`src/design/sfcd_pkg.sv`:
```
// ----------------------------------------------------------------------------
// SBUS frame channel decoder package
// Frame constants, register indexes and the switch quantizer.
// ----------------------------------------------------------------------------
package sfcd_pkg;

    localparam int unsigned STORE_DEPTH = 22;
    localparam int unsigned CH_W        = 11;
    localparam int unsigned CTR_W       = CH_W + 1;
    localparam int unsigned AXIS_W      = 18;
    localparam int unsigned SW_W        = 3;
    localparam int unsigned GAIN_W      = 6;
    localparam int unsigned POS_W       = 5;
    localparam int unsigned NUM_AXIS    = 5;
    localparam int unsigned NUM_SW      = 4;

    localparam logic [7:0] HDR_BYTE = 8'h0F;
    localparam logic [7:0] END_BYTE = 8'h00;

    localparam logic [POS_W-1:0] POS_HDR     = 5'd0;
    localparam logic [POS_W-1:0] POS_LAST_PL = 5'd22;
    localparam logic [POS_W-1:0] POS_END     = 5'd24;
    localparam logic [POS_W-1:0] POS_WAIT    = 5'd25;

    localparam logic [CH_W-1:0]   CENTER_RST = 11'd992;
    localparam logic [GAIN_W-1:0] GAIN_RST   = 6'd10;

    localparam logic [CTR_W-1:0] SWITCH_DIV  = 12'd800;
    localparam logic [CTR_W-1:0] SWITCH_DIV2 = 12'd1600;

    // Configuration register indexes.
    typedef enum logic {
        CFG_STICK_CENTER = 1'b0,
        CFG_AXIS_GAIN    = 1'b1
    } cfg_index_t;

    // Raw channel numbers of the axis and switch outputs, in output order.
    localparam int unsigned AXIS_CH [NUM_AXIS] = '{3, 2, 0, 8, 9};
    localparam int unsigned SW_CH   [NUM_SW]   = '{4, 5, 6, 7};

    // Centered channel divided by 800, truncated toward zero. The centered
    // value lies within +-2047, so the quotient is one of -2..2.
    function automatic logic signed [SW_W-1:0] switch_value(
        input logic signed [CTR_W-1:0] v
    );
        logic [CTR_W-1:0] mag;
        logic [SW_W-1:0]  q;
        mag = v[CTR_W-1] ? (~v + 1'b1) : v;
        if (mag >= SWITCH_DIV2) begin
            q = 3'd2;
        end else if (mag >= SWITCH_DIV) begin
            q = 3'd1;
        end else begin
            q = 3'd0;
        end
        return v[CTR_W-1] ? $signed(~q + 1'b1) : $signed(q);
    endfunction

endpackage

```
`src/design/sfcd_cell.sv`:
```
// ----------------------------------------------------------------------------
// SBUS frame channel decoder byte cell
// One stage of the payload shift line; takes its neighbor's byte on a shift.
// ----------------------------------------------------------------------------
module sfcd_cell (
    input  logic       aclk,
    input  logic       shift_en,
    input  logic [7:0] d_in,
    output logic [7:0] q
);

    logic [7:0] byte_reg;
    logic [7:0] byte_next;

    always_comb begin
        byte_next = shift_en ? d_in : byte_reg;
    end

    always_ff @(posedge aclk) begin
        byte_reg <= byte_next;
    end

    assign q = byte_reg;

endmodule

```
`src/design/sbus_frame_channel_decoder.sv`:
```
// ----------------------------------------------------------------------------
// SBUS frame channel decoder
// Decodes 25-byte frames into scaled axis values and switch positions.
// ----------------------------------------------------------------------------
// Throughput: one byte transfer per clock cycle while s_tready is high; it
// drops when stage one and a stalled output register both hold a result.
// The end byte's transfer loads stage one; it moves on once the output frees.
// Reset (aresetn low, synchronous) returns the decoder to waiting for a
// chunk start, clears the header flag and both pipeline valids, and restores
// stick_center to 992 and axis_gain to 10. The payload cells are not reset.
// ----------------------------------------------------------------------------
module sbus_frame_channel_decoder (
    input  logic         aclk,
    input  logic         aresetn,
    // Received bytes.
    input  logic         s_tvalid,
    output logic         s_tready,
    input  logic [7:0]   s_tdata,   // [7:0] rx_byte
    input  logic [0:0]   s_tuser,   // [0] chunk_start
    // Decoded frames.
    output logic         m_tvalid,
    input  logic         m_tready,
    // [17:0] axis_vy, [35:18] axis_vx, [53:36] axis_turn,
    // [56:54] button_one, [59:57] button_two, [62:60] button_three,
    // [65:63] button_four, [83:66] lever_five, [101:84] lever_six,
    // [103:102] zero
    output logic [103:0] m_tdata,
    // Configuration writes.
    input  logic         cfg_valid,
    output logic         cfg_ready,
    input  logic [0:0]   cfg_index,
    input  logic [10:0]  cfg_data
);

    import sfcd_pkg::*;

    // ------------------------------------------------------------------
    // Configuration registers. Writes are always taken.
    // ------------------------------------------------------------------
    logic [CH_W-1:0]   center_reg, center_next;
    logic [GAIN_W-1:0] gain_reg, gain_next;

    assign cfg_ready = 1'b1;

    always_comb begin
        center_next = center_reg;
        gain_next   = gain_reg;
        if (cfg_valid) begin
            unique case (cfg_index_t'(cfg_index))
                CFG_STICK_CENTER: center_next = cfg_data;
                CFG_AXIS_GAIN:    gain_next   = cfg_data[GAIN_W-1:0];
                default:          center_next = center_reg;
            endcase
        end
    end

    always_ff @(posedge aclk) begin
        if (!aresetn) begin
            center_reg <= CENTER_RST;
            gain_reg   <= GAIN_RST;
        end else begin
            center_reg <= center_next;
            gain_reg   <= gain_next;
        end
    end

    // ------------------------------------------------------------------
    // Frame position tracking. A chunk start always restarts at byte 0;
    // without one, a decoder in the wait position ignores the byte.
    // ------------------------------------------------------------------
    logic [POS_W-1:0] pos_reg, pos_next;
    logic             hdr_good_reg, hdr_good_next;
    logic [POS_W-1:0] pos_cur;
    logic             s_xfer;
    logic             shift_en;
    logic             frame_ok;

    logic stage_valid_reg, stage_valid_next;
    logic out_valid_reg, out_valid_next;
    logic advance;

    assign s_xfer  = s_tvalid && s_tready;
    assign pos_cur = s_tuser[0] ? POS_HDR : pos_reg;

    always_comb begin
        pos_next      = pos_reg;
        hdr_good_next = hdr_good_reg;
        shift_en      = 1'b0;
        frame_ok      = 1'b0;
        if (s_xfer && (pos_cur < POS_WAIT)) begin
            if (pos_cur == POS_HDR) begin
                hdr_good_next = (s_tdata == HDR_BYTE);
                pos_next      = pos_cur + 5'd1;
            end else if (pos_cur == POS_END) begin
                // Frame complete either way; wait for the next chunk start.
                pos_next = POS_WAIT;
                frame_ok = hdr_good_reg && (s_tdata == END_BYTE);
            end else begin
                // Bytes 1..22 enter the shift line; byte 23 is skipped.
                shift_en = (pos_cur <= POS_LAST_PL);
                pos_next = pos_cur + 5'd1;
            end
        end
    end

    always_ff @(posedge aclk) begin
        if (!aresetn) begin
            pos_reg      <= POS_WAIT;
            hdr_good_reg <= 1'b0;
        end else begin
            pos_reg      <= pos_next;
            hdr_good_reg <= hdr_good_next;
        end
    end

    // ------------------------------------------------------------------
    // Payload shift line. Each byte enters the top cell and moves down one
    // cell per payload byte, so after byte 22 cell k holds frame byte k+1.
    // ------------------------------------------------------------------
    logic [7:0] cell_q [STORE_DEPTH];
    logic [STORE_DEPTH*8-1:0] payload;

    genvar gi;
    generate
        for (gi = 0; gi < STORE_DEPTH; gi++) begin : g_cell
            if (gi == STORE_DEPTH - 1) begin : g_top
                sfcd_cell u_cell (
                    .aclk     (aclk),
                    .shift_en (shift_en),
                    .d_in     (s_tdata),
                    .q        (cell_q[gi])
                );
            end else begin : g_mid
                sfcd_cell u_cell (
                    .aclk     (aclk),
                    .shift_en (shift_en),
                    .d_in     (cell_q[gi+1]),
                    .q        (cell_q[gi])
                );
            end
            assign payload[gi*8 +: 8] = cell_q[gi];
        end
    endgenerate

    // ------------------------------------------------------------------
    // Stage one: centered channels, captured when a good frame ends.
    // Channel c sits at payload bits 11*c and up.
    // ------------------------------------------------------------------
    logic signed [CTR_W-1:0] axis_ctr_reg [NUM_AXIS];
    logic signed [CTR_W-1:0] sw_ctr_reg   [NUM_SW];

    generate
        for (gi = 0; gi < NUM_AXIS; gi++) begin : g_axis_ctr
            always_ff @(posedge aclk) begin
                if (frame_ok) begin
                    axis_ctr_reg[gi] <= $signed({1'b0, payload[AXIS_CH[gi]*CH_W +: CH_W]})
                                      - $signed({1'b0, center_reg});
                end
            end
        end
        for (gi = 0; gi < NUM_SW; gi++) begin : g_sw_ctr
            always_ff @(posedge aclk) begin
                if (frame_ok) begin
                    sw_ctr_reg[gi] <= $signed({1'b0, payload[SW_CH[gi]*CH_W +: CH_W]})
                                    - $signed({1'b0, center_reg});
                end
            end
        end
    endgenerate

    // ------------------------------------------------------------------
    // Stage two: scaling and quantizing into the output register. The
    // stage moves on whenever the output register is empty or being
    // drained; bytes flow while a result waits if stage one is empty.
    // ------------------------------------------------------------------
    logic signed [AXIS_W-1:0] axis_out_reg [NUM_AXIS];
    logic signed [SW_W-1:0]   sw_out_reg   [NUM_SW];

    assign advance  = stage_valid_reg && (!out_valid_reg || m_tready);
    assign s_tready = !stage_valid_reg || !out_valid_reg || m_tready;

    generate
        for (gi = 0; gi < NUM_AXIS; gi++) begin : g_axis_mul
            logic signed [CTR_W+GAIN_W:0] prod;
            assign prod = axis_ctr_reg[gi] * $signed({1'b0, gain_reg});
            always_ff @(posedge aclk) begin
                if (advance) begin
                    axis_out_reg[gi] <= prod[AXIS_W-1:0];
                end
            end
        end
        for (gi = 0; gi < NUM_SW; gi++) begin : g_sw_q
            always_ff @(posedge aclk) begin
                if (advance) begin
                    sw_out_reg[gi] <= switch_value(sw_ctr_reg[gi]);
                end
            end
        end
    endgenerate

    always_comb begin
        stage_valid_next = stage_valid_reg;
        if (frame_ok) begin
            stage_valid_next = 1'b1;
        end else if (advance) begin
            stage_valid_next = 1'b0;
        end
        out_valid_next = out_valid_reg;
        if (advance) begin
            out_valid_next = 1'b1;
        end else if (m_tready) begin
            out_valid_next = 1'b0;
        end
    end

    always_ff @(posedge aclk) begin
        if (!aresetn) begin
            stage_valid_reg <= 1'b0;
            out_valid_reg   <= 1'b0;
        end else begin
            stage_valid_reg <= stage_valid_next;
            out_valid_reg   <= out_valid_next;
        end
    end

    assign m_tvalid          = out_valid_reg;
    assign m_tdata[17:0]     = axis_out_reg[0];
    assign m_tdata[35:18]    = axis_out_reg[1];
    assign m_tdata[53:36]    = axis_out_reg[2];
    assign m_tdata[56:54]    = sw_out_reg[0];
    assign m_tdata[59:57]    = sw_out_reg[1];
    assign m_tdata[62:60]    = sw_out_reg[2];
    assign m_tdata[65:63]    = sw_out_reg[3];
    assign m_tdata[83:66]    = axis_out_reg[3];
    assign m_tdata[101:84]   = axis_out_reg[4];
    assign m_tdata[103:102]  = 2'b00;

endmodule

```
`config.mk`:
```
export PLATFORM = sky130hd
export DESIGN_NAME = sbus_frame_channel_decoder
export DESIGN_NICKNAME = d
export VERILOG_FILES = /design/src/design/sfcd_pkg.sv /design/src/design/sfcd_cell.sv /design/src/design/sbus_frame_channel_decoder.sv
export SDC_FILE = /design/constraint.sdc
export NUM_CORES = 1
export LEC_CHECK = 0
export BUFFER_PORTS_ARGS = -buffer_cell sky130_fd_sc_hd__buf_4
export CAP_MARGIN = 15
export CORE_AREA = 2 2 321 323
export CTS_CLUSTER_DIAMETER = 120
export DETAILED_ROUTE_END_ITERATION = 7
export DIE_AREA = 0 0 323 325
export SYNTH_ARGS = -nofsm -noshare
export SYNTH_HDL_FRONTEND = slang
export SYNTH_SLANG_ARGS = --single-unit
export TNS_END_PERCENT = 20
```
`constraint.sdc`:
```
create_clock -name aclk -period 34.2 [get_ports aclk]
set_input_delay 5.13 -clock aclk [delete_from_list [all_inputs] [get_ports aclk]]
set_output_delay 5.13 -clock aclk [all_outputs]
set_load 0.005 [all_outputs]
```
; After elaboration in Yosys (flattened, before gate mapping)
; Memory sizes are Yosys's and may differ from the RTL's.
; Cells that the tools add are included.
[totals]
register_bits = 201
ram_bits = 210
out_inout_bits = 107
wordCells = 129
n_memories = 4
[mem_list]
columns = name, words, width, read_ports, rd_clocked_by_memory_dff, write_ports, line_no
row1 = axis_out_reg, 5, 18, 5, 0, 5, sbus_frame_channel_decoder.sv:176  ; logic signed [AXIS_W-1:0] axis_out_reg [NUM_AXIS];
row2 = axis_ctr_reg, 5, 12, 5, 0, 5, sbus_frame_channel_decoder.sv:149  ; logic signed [CTR_W-1:0] axis_ctr_reg [NUM_AXIS];
row3 = sw_ctr_reg, 4, 12, 4, 0, 4, sbus_frame_channel_decoder.sv:150  ; logic signed [CTR_W-1:0] sw_ctr_reg [NUM_SW];
row4 = sw_out_reg, 4, 3, 4, 0, 4, sbus_frame_channel_decoder.sv:177  ; logic signed [SW_W-1:0] sw_out_reg [NUM_SW];
[op_classes]
addsub = 18
n_mul = 5
magnitude_cmp = 10
eq_ne = 2
mux = 37
n_bitwise = 9
n_reduce_logical = 16
[op_table]
columns = cell, n
row1 = $sub 11x11->12, 9
row2 = $mul 12x7->18, 5
row3 = $add 12x1->12 const B, 4
row4 = $ge 12x10->1 const B, 4
row5 = $ge 12x11->1 const B, 4
row6 = $mux 12, 4
row7 = $not 12->12, 4
row8 = $mux 3, 8
row9 = $mux 1, 18
row10 = $mux 5, 3
row11 = $add 3x1->3 const B, 4
row12 = $not 3->3, 4
row13 = $eq 8x4->1 const B, 1
row14 = $logic_not 8->1, 1
row15 = $mux 2, 4
row16 = $reduce_and 2->1, 3
row17 = $add 5x1->5 const B, 1
row18 = $eq 5x5->1 const B, 1
row19 = $le 5x5->1 const B, 1
row20 = $logic_not 5->1, 1
row21 = $lt 5x5->1 const B, 1
row22 = $logic_and 1x1->1, 4
row23 = $reduce_bool 2->1, 2
row24 = $logic_or 1x1->1, 3
row25 = other kinds (2), 3

; Depth between registers and ports, before layout
; Gate-level depths: netlist (run 1).
; An unclocked memory read counts as a cell.
[logic_depth]
ltp_word = 11
ltp_mapped = 19
mapped_depth_nobuf = 18

; By module
; A second synthesis (run 1) with hierarchy kept.
[unflattened]
hier_cells = 2731
hier_area_um2 = 30580.6
[modules_own_cells]
columns = mod, n_inst, cells_per_inst, area_each_um2
row1 = sbus_frame_channel_decoder, 1, 2555, 25295.5
row2 = sfcd_cell, 22, 8, 240.2

; Least setup slack after synthesis (run 1)
; Ideal clock, no wire load.
[synth_path]
kind = input -> register
from = input s_tdata[5]
to = memory axis_ctr_reg[0][0] in the netlist's numbering (enable)
arrival_ns = 15.811
path_slack_ns = 17.546
path_stages = 3
n_path_buf = 0
path_cell_list = nor4_1 nand3_1 nor4_1
[synth_lines]
columns = element, line_no
row1 = start: declaration, sbus_frame_channel_decoder.sv:18  ; input logic [7:0] s_tdata,
row2 = end: declaration, sbus_frame_channel_decoder.sv:149

; Worst setup path after layout (run 1)
[layout_path]
from = input m_tready
to = output s_tready
[layout_between]
elab_chain_cells = 1
[layout_rtl]
columns = element, line_no
row1 = start: declaration, sbus_frame_channel_decoder.sv:22  ; input logic m_tready,
row2 = $logic_or 1x1->1, sbus_frame_channel_decoder.sv:180  ; assign s_tready = !stage_valid_reg || !out_valid_reg || m_tready;
row3 = end: declaration, sbus_frame_channel_decoder.sv:17  ; output logic s_tready,
; No other way between the ends.

==> impl_results.md, run 1 <==
* Antenna violations before repair at 2
* Reg2reg path depth at 19
* Worst slew margin at 28.3%
* Starting Density at between 20% and 30%
* Wire length per cell at 14.5 um
* # setup viols final at 0
* CP Max Fanout at 4
* Reg2Reg Capture Point: axis_out_reg[0][16]
* Leakage at 14.9 nW
* Post-route cell area at ~0.035 mm2
* Pre-CTS setup slack at around 23 ns
* Worst min path class: register to register
* Simple-gate share of the synthesized area at 12.7%
* CTS Buf Count at 50
* Worst setup margin at around 23 ns
* Req. time, crit path at 29.07 ns
* Setup crit end kind: output port
* Synth-to-layout area growth at 14.3%
* Status: finished clean
* Fin nets at 3,391
* Worst VDD drop at 0.0318 mV
* Most frequent cells in the layout: 425 x inv_1, 386 x edfxtp_1, 290 x and2_1
* Max Fclk at about 90 MHz
* Synthesis-stage register bit count at 411
* Synth Area in Adders at 28.4%
* Final wirelength at 61.4 mm
* Mean post-synth cell area at 11.3 um2
* Largest family of logic cells by synthesized area: adder cells
* Hold EP: g_cell[14].g_mid.u_cell.q[7]
* Setup TNS at 0 ns
* Unrepaired setup endpoints after global routing: no
* Crit path DAT at approximately 6 ns
* GRT Util Overall at 12.0%
* Core area at a little over 0.1 mm2
* DIE AREA at 0.105 mm2
* Min-delay src: g_cell[15].g_mid.u_cell.q[7]
* Least-Margin Pin Slew at 1.08 ns
* Pwr Total at between 0.001 and 0.0015 W
* Clock skew after layout at 0.0253 ns
* PwrDens at 41.7 mW/mm2
* Complex-gate fraction of the synthesized area at about 8%
* Hold Buf Count CTS at 0
* Cell area after synthesis at 0.0303 mm2
* # IOs at 133
* Grt total ovfl at 0
* Layout cell share with drive strength beyond 1 at 8.32%
* Die width at 323 um
* DRC at 0
* GPL Wtd Cong at between 0.7 and 0.8
* Die Span Y at 325 um
* Clock Path Buffers at 3
* Port bufs at 129
* Reg clk slew, reported paths at 0.06 ns
* Synth Area in XOR/XNOR at slightly below 5%
* Netlist cell types at 61
* WHS Path Cells at 0
* Clock tree sinks at 411
* H-tree depth at 2
* Post-Place Cell Area at 0.0329 mm2
* CTS Root Cell: clkbuf_16
* Period utilisation layout at 32.4%
* Iteration-0 DRC count of the detailed router at 812
* CTS tree: yes
* Multiplexer area fraction after synthesis at 0.165%
* First-pass GRT wire length at 101 mm
* Flop-to-flop setup slack at 28.62 ns
* Floorplan row count at 117
* Maximum Capacitance Violations at 0
* Pin count of the biggest net entering global routing at 177
* Post-layout util at around a third
* Pins Over Slew Limit at 0
* Max reg flops at between 150 and 200
* Main synth FF type: edfxtp_1
* Yosys warns at 0
* Worst flop-to-flop path startpoint: gain_reg[5]
* Vias at 18.9k
* Vias in the first global route at 19.2k
* Final Hold Vio Count at 0
* Post-CTS Resized at 0
* Post-Syn Instances at between 2k and 3k
* Worst skew pair latency at 0.63 ns
* Drt pass-1 iters at 4
* Setup Buffers After CTS at 0
* Post-synth EDFFs at 386
* Ys async rst share at 0%
* Final HPWL DP at 45.6 mm
* Antenna viol nets, final at 0
* CP Class: input port to output port
* Final min period at 11.08 ns
* Commonest non-fill, non-tap cell in the layout: inv_1
* Post-DR vias/cell at 4.45
* Startpoint Class: input port
* Sequential fraction of the synthesis area at 39.9%
-- Yosys cell counts (7+ instances only) --
master,n,share of area (%)
nand3_1,22,0.36
o21a_1,25,0.62
a31oi_1,7,0.14
a211oi_1,11,0.27
o21bai_1,9,0.22
inv_1,425,5.3
nor3_1,36,0.59
a21o_1,42,1.0
nand2b_1,40,0.83
o311ai_0,8,0.23
o21ai_0,77,1.3
a21oi_1,83,1.4
o311a_1,7,0.23
nand2_1,188,2.3
xor2_1,57,1.6
nor2b_1,35,0.72
clkbuf_1,48,0.59
and2_1,290,6.0
o31ai_1,21,0.52
nand3b_1,9,0.22
xnor2_1,114,3.3
a21boi_0,26,0.64
nor2_1,70,0.87
nand4b_1,8,0.23
fa_1,254,17
o211ai_1,18,0.45
edfxtp_1,386,38
ha_1,281,12
dfxtp_1,25,1.7
-- worst max-delay path by stage --
stage | from | endpoint | slack (ns) | depth (start not counted)
after global placement | m_tready | s_tready | 23.12 | 4
after detailed placement | m_tready | s_tready | 23.12 | 4
after floorplan | s_tdata[5] | axis_ctr_reg[0][0] | 17.55 | 3
after global routing | m_tready | s_tready | 23.07 | 4
final | m_tready | s_tready | 23.12 | 4
after CTS | m_tready | s_tready | 23.11 | 4
-- metal layers --
metal / vias up / track usage, % / wire length (um)
met5: - / 0 / 0
met4: 0 / 2.95 / 1180
met3: 73 / 2.28 / 2510
met2: 252 / 20.5 / 29800
met1: 9289 / 15.7 / 27900
li1: 9273 / - / -
-- per-stage QoR --
step / hold slack (ns) / cells
floorplan: 0.400 / 2687
global placement: 0.403 / 4146
detailed placement: 0.405 / 4146
CTS: 0.416 / 4240
global route: 0.418 / 4240
finish: 0.414 / 4241
-- logic make-up after synthesis --
| family | Yosys count |
|---|---|
| and+or+nand+nor | 724 |
| adders and majority gates | 535 |
| buffers and inverters | 476 |
| DFF | 411 |
| AOI/OAI and AO/OA | 362 |
| xor gates and xnor gates | 171 |
| muxes | 5 |
| other | 2 |
-- critical path, cell delays in order --
cell and delay (ns):
buf_4 0.11, nor2b_1 0.31, nand2_1 0.21, buf_4 0.18
-- cell type report --
class | count | area (um2)
fill | 10200 | 66700
timing repair buffer | 142 | 1080
antenna | 1 | 2.50
multi-input combinational | 1800 | 16400
sequential | 411 | 12100
tap | 1368 | 1710
inverter | 425 | 1600
clock buffer | 60 | 1320
clock inverter | 34 | 395
-- power breakdown --
part	leakage (nW)	internal [W]	total, W	switching [W]
Sequential	3.72	0.000584	0.000594	0.00000947
Combinational	10.4	0.000132	0.000303	0.000170
Clock	0.837	0.000324	0.000549	0.000225
Total	14.9	0.00104	0.00145	0.000405
Note: power is estimated with default switching activity, not from simulation.
==> run 2: changes to the inputs <==
==> constraint.sdc (replaced) <==
create_clock -name aclk -period 10.98 [get_ports aclk]
set_input_delay 1.647 -clock aclk [delete_from_list [all_inputs] [get_ports aclk]]
set_output_delay 1.647 -clock aclk [all_outputs]
set_load 0.005 [all_outputs]
==> run 2 against run 1 <==
Compared with the run above: utilization about the same; worst setup slack worse by 18 ns; combinational power rose to 3.1 times the previous value; critical path type is now register to register; largest power group unchanged.
==> impl_results.md, run 2 (synthesis gave the netlist of run 1 again) <==
* Status: finished clean
* Buffers & Inverters on Critical Path at 3
* Final Non-Filler Cells at ~4.2k
* Worst slew margin at 28.1%
* Final HPWL DP at around 47 mm
* Min-delay src: g_cell[16].g_mid.u_cell.q[1]
* CP Class: register to register
* Iteration-0 DRC count of the detailed router at 884
* Final min period at 5.71 ns
* Synth-to-layout area growth at 14.5%
* First-pass GRT wire length at between 100 and 150 mm
* CTS tree: yes
* Crit path DAT at just over 6 ns
* H-tree depth at 2
* Antenna viol nets, final at 0
* Starting Density at 29.9%
* Req. time, crit path at 11.44 ns
* Max reg flops at ~170
* Wire length per cell at around 15 um
* Least-Margin Pin Slew at 1.08 ns
* Reg2reg path depth at 15
* Final wirelength at 62.6 mm
* GPL Wtd Cong at between 0.7 and 0.8
* Startpoint Class: register
* Antenna violations before repair at 2
* Floorplan row count at 117
* Reg clk slew, reported paths at 0.06 ns
* Vias at 18.8k
* Leakage at 14.9 nW
* Grt total ovfl at 0
* GRT Util Overall at 12.2%
* PwrDens at roughly 130 mW/mm2
* Worst flop-to-flop path startpoint: gain_reg[2]
* Fin nets at 3,387
* Commonest non-fill, non-tap cell in the layout: inv_1
* Die width at 323 um
* Post-DR vias/cell at 4.44
* Flop-to-flop setup slack at 5.27 ns
* Setup crit end kind: register
* DIE AREA at around 0.10 mm2
* Clock skew after layout at 0.0274 ns
* Pwr Total at 0.00456 W
* Crit path max-delay family: adder cells
* Max Fclk at 175 MHz
* Layout cell share with drive strength beyond 1 at about 8.3%
* Crit path cell chain: buf_4 -> and2_1 -> fa_1 -> fa_1 -> fa_1 -> inv_1 -> fa_1 -> inv_1 -> ha_1 -> a21o_1 -> a21oi_1 -> nor3b_1 -> a21bo_2 -> or4b_2 -> o211ai_1
* Worst stage delay on the critical path at 0.83 ns
* Most frequent cells in the layout: 425 x inv_1, 386 x edfxtp_1, 290 x and2_1
* Unrepaired setup endpoints after global routing: no
* Dpl cells at a little over 4k
* Slowest-stage cell, CP: dfxtp_1
* Clock tree sinks at about 410
* Pins Over Slew Limit at 0
* DRC at 0
* WHS Path Cells at 0
* Port bufs at 129
* Hold Buf Count CTS at 0
* Post-CTS Resized at 0
* Reg2Reg Capture Point: axis_out_reg[0][70]
* CP Max Fanout at 37
* Setup Buffers After CTS at 0
* Die Span Y at 325 um
* CTS Buf Count at 47
* CTS Root Cell: clkbuf_16
* # IOs at 133
* Worst VDD drop at 0.122 mV
* Clock Path Buffers at 3
* Core area at about 0.1 mm2
* Drt pass-1 iters at 7
* Worst skew pair latency at 0.64 ns
* Maximum Capacitance Violations at 0
* Vias in the first global route at 19.2k
* Pin count of the biggest net entering global routing at 177
* # setup viols final at 0
* Hold EP: g_cell[15].g_mid.u_cell.q[1]
* Final Hold Vio Count at 0
* Most frequent CP cell: fa_1
* Worst min path class: register to register
* Period utilisation layout at a little over half
run 2: cell count changes in the layout (fill, tap and decap cells not counted), moves of 2 or more:
cell and delta:
bufinv_16 +4, clkinvlp_4 +2, clkbuf_8 -3, clkbuf_16 -3, clkbuf_1 -5, inv_6 +3, clkinv_8 -2, clkinv_4 +4
clkinv_2 -8
run 2: through the flow:
stage / TNS (ns) / worst slack (ns) / hold slack [ns] / instance area (um2) / util [%]
floorplan: -179.62 / -1.02 / 0.400 / 30300 / -
global placement: 0 / 5.31 / 0.401 / 32900 / 32.5
detailed placement: 0 / 5.26 / 0.405 / 32900 / 32.5
CTS: 0 / 5.23 / 0.418 / 34700 / 34.2
global route: 0 / 4.80 / 0.422 / 34700 / 34.2
finish: 0 / 5.27 / 0.417 / 34700 / 34.2
run 2: metal layers:
layer  GRT usage (%)  up-vias  part of all wire (%)
li1                -     9259                     -
met1            15.6     9246                    45
met2            21.2      227                    49
met3            2.12       74                   3.9
met4            2.90        2                   1.9
met5               0        -                 0.021
run 2: how the worst max path moves through the flow:
stage | startpoint | to | slack [ns] | cells after the start
6_report | gain_reg[2] | axis_out_reg[0][70] | 5.27 | 15
5_1_grt | gain_reg[2] | axis_out_reg[0][70] | 4.80 | 15
4_1_cts | gain_reg[2] | axis_out_reg[0][70] | 5.23 | 15
3_5_place_dp | gain_reg[2] | axis_out_reg[0][16] | 5.26 | 19
3_3_place_gp | gain_reg[2] | axis_out_reg[0][16] | 5.31 | 19
2_1_floorplan | s_tuser | g_cell[0].g_mid.u_cell.q[0] | -1.02 | 2
run 2: cell type report:
| type | count | area, um2 |
|---|---|---|
| fillers | 10300 | 66600 |
| repair buffers | 141 | 1070 |
| clock inverters | 38 | 566 |
| inverters | 425 | 1600 |
| flip-flops and latches | 411 | 12100 |
| well taps | 1368 | 1710 |
| diodes | 1 | 2.50 |
| clock buffers | 49 | 1180 |
| multi-input cells | 1800 | 16500 |
run 2: worst reg2reg max path: stages, from the launching register on:
cell      delay [ns]
dfxtp_1         0.83
buf_4           0.50
and2_1          0.25
fa_1            0.45
fa_1            0.50
fa_1            0.49
inv_1           0.05
fa_1            0.47
inv_1           0.04
ha_1            0.35
a21o_1          0.18
a21oi_1         0.21
nor3b_1         0.34
a21bo_2         0.23
or4b_2          0.58
o211ai_1        0.09
run 2: where the power goes:
group	switching (W)	internal, W	total [W]
Sequential	0.0000268	0.00182	0.00185
Combinational	0.000535	0.000414	0.000949
Clock	0.000721	0.00104	0.00176
Total	0.00128	0.00328	0.00456
==> run 3: changes to the inputs <==
==> constraint.sdc (replaced) <==
create_clock -name aclk -period 5.9 [get_ports aclk]
set_input_delay 0.885 -clock aclk [delete_from_list [all_inputs] [get_ports aclk]]
set_output_delay 0.885 -clock aclk [all_outputs]
set_load 0.005 [all_outputs]
==> run 3 against run 2 <==
Compared with the run above: sequential power grew 86%; worst setup slack lost 4.7 ns; total power is 84% higher; utilization grew 0.11 points; wire length increased by 0.74%; combinational power up 89%; sequential share of layout area fell by 0.12 points; final area up 0.34%; flip-flop and latch count is the same; fmax increased by 6.4%.
==> impl_results.md, run 3 (synthesis gave the netlist of run 1 again) <==
* Antenna viol nets, final at 0
* Maximum Capacitance Violations at 0
* Fillers at 10.3k
* Crit path launch: gain_reg[1]
* Dpl cells at 4,166
* Clock tree sinks at 411
* GRT Util Overall at 12.3%
* Commonest non-fill, non-tap cell in the layout: inv_1
* Clock Path Buffers at 3
* Vias at ~19k
* Drt pass-1 iters at 5
* Grt total ovfl at 0
* Pwr Total at 0.00837 W
* Core area at 0.101 mm2
* Setup crit end kind: register
* Max Fclk at 186 MHz
* Iteration-0 DRC count of the detailed router at 913
* Final wirelength at approximately 63 mm
* CTS Buf Count at 50
* Multi-input gate area at 0.0165 mm2
* Die width at between 300 and 400 um
* Post-layout util at ~34%
* Setup Buffers After CTS at 0
* CTS tree: yes
* Pin count of the biggest net entering global routing at 110
* Final Hold Vio Count at 0
* Post-route cell area at roughly 0.035 mm2
* # IOs at 133
* Worst VDD drop at 0.231 mV
* Post-DR vias/cell at 4.46
* H-tree depth at 2
* CP Max Fanout at 34
* Worst flop-to-flop path startpoint: gain_reg[1]
* Min-delay src: g_cell[17].g_mid.u_cell.q[2]
* DRC at 0
* Most frequent cells in the layout: 425 x inv_1, 386 x edfxtp_1, 290 x and2_1
* Hold Buf Count CTS at 0
* Final HPWL DP at 47.8 mm
* Leakage at 15.0 nW
* Clock skew after layout at 0.0256 ns
* Final min period at 5.37 ns
* Req. time, crit path at 6.22 ns
* Antenna violations before repair at 2
* # setup viols final at 0
* Crit path DAT at approximately 5.7 ns
* DIE AREA at 0.105 mm2
* Worst slew margin at 36.1%
* Layout cell share with drive strength beyond 1 at 8.89%
* Startpoint Class: register
* Antenna fix cells at 0
* Synth-to-layout area growth at 14.8%
* Post-Place Cell Area at about 0.033 mm2
* Worst min path class: register to register
* CTS Root Cell: clkbuf_16
* Die Span Y at 325 um
* Max reg flops at 168
* Vias in the first global route at approximately 19k
* Fin nets at roughly 3.4k
* Unrepaired setup endpoints after global routing: no
* Floorplan row count at 117
* Port bufs at 129
* Reg clk slew, reported paths at ~0.07 ns
* Post-CTS Resized at 0
* CP Class: register to register
* Period utilisation layout at 91.0%
* Wire length per cell at 14.8 um
* First-pass GRT wire length at 104 mm
* Pins Over Slew Limit at 0
* Pre-CTS setup slack at 0.549 ns
* Worst skew pair latency at 0.60 ns
* PwrDens at 241 mW/mm2
* Final Non-Filler Cells at about 4.3k
* Status: finished clean
* Starting Density at 29.9%
* Register area at 0.0121 mm2
* Worst setup margin at 0.533 ns
* Least-Margin Pin Slew at 0.958 ns
* GPL Wtd Cong at between 0.7 and 0.8
## run 3: cell count changes in the layout (fill, tap and decap cells not counted)
| cell | change |
|---|---|
| buf_12 | +2 |
| inv_6 | -3 |
| clkbuf_1 | +2 |
| clkinv_16 | -2 |
| clkbuf_16 | +4 |
| inv_16 | -1 |
| clkinv_1 | +5 |
| clkinv_2 | +4 |
| bufinv_16 | -4 |
| diode_2 | -1 |
| buf_4 | +19 |
| clkinv_8 | +1 |
## run 3: report_power, final
| part | internal [W] | switching, W | total, W |
|---|---|---|---|
| combinational | 0.000782 | 0.00100 | 0.00179 |
| sequential | 0.00338 | 0.0000540 | 0.00344 |
| clock | 0.00186 | 0.00129 | 0.00315 |
| total | 0.00602 | 0.00235 | 0.00837 |
## run 3: worst max-delay path, stage by stage (launching register included)
cell and delay, ns:
dfxtp_2 0.53, and2_1 0.27, fa_1 0.54, inv_1 0.05, fa_1 0.52, inv_1 0.05
fa_1 0.47, inv_1 0.05, fa_1 0.48, inv_1 0.04, ha_1 0.38, o21a_1 0.15
o21ai_0 0.08, or3b_2 0.48, a31oi_1 0.19, o21ai_0 0.13, a21boi_0 0.30, mux2i_1 0.23
o221ai_1 0.13
## run 3: final timing paths
kind,slack (ns),to,cells past startpoint
setup reg to reg,0.53,axis_out_reg[0][89],18
hold reg to reg,0.41,g_cell[16].g_mid.u_cell.q[2],0
hold / removal,0.41,g_cell[16].g_mid.u_cell.q[2],0
setup / recovery,0.53,axis_out_reg[0][89],18
## run 3: layer usage
layer	track usage [%]	vias up	wire, um
met3	1.80	67	2260
met5	0	-	0
met4	2.70	0	1130
met1	16.3	9362	28600
li1	-	9306	-
met2	21.3	244	31100
## run 3: cell type report
type	instances	area share (%)
inverters	425	4.59
well taps	1368	4.92
multi-input cells	1800	47.3
flip-flops and latches	411	34.8
repair buffers	162	3.60
clock inverters	38	1.13
clock buffers	55	3.71
## run 3: through the flow
step | hold WS [ns] | setup TNS (ns)
floorplan | 0.400 | -282.62
global placement | 0.401 | 0
detailed placement | 0.405 | 0
CTS | 0.413 | 0
global route | 0.420 | 0
finish | 0.411 | 0
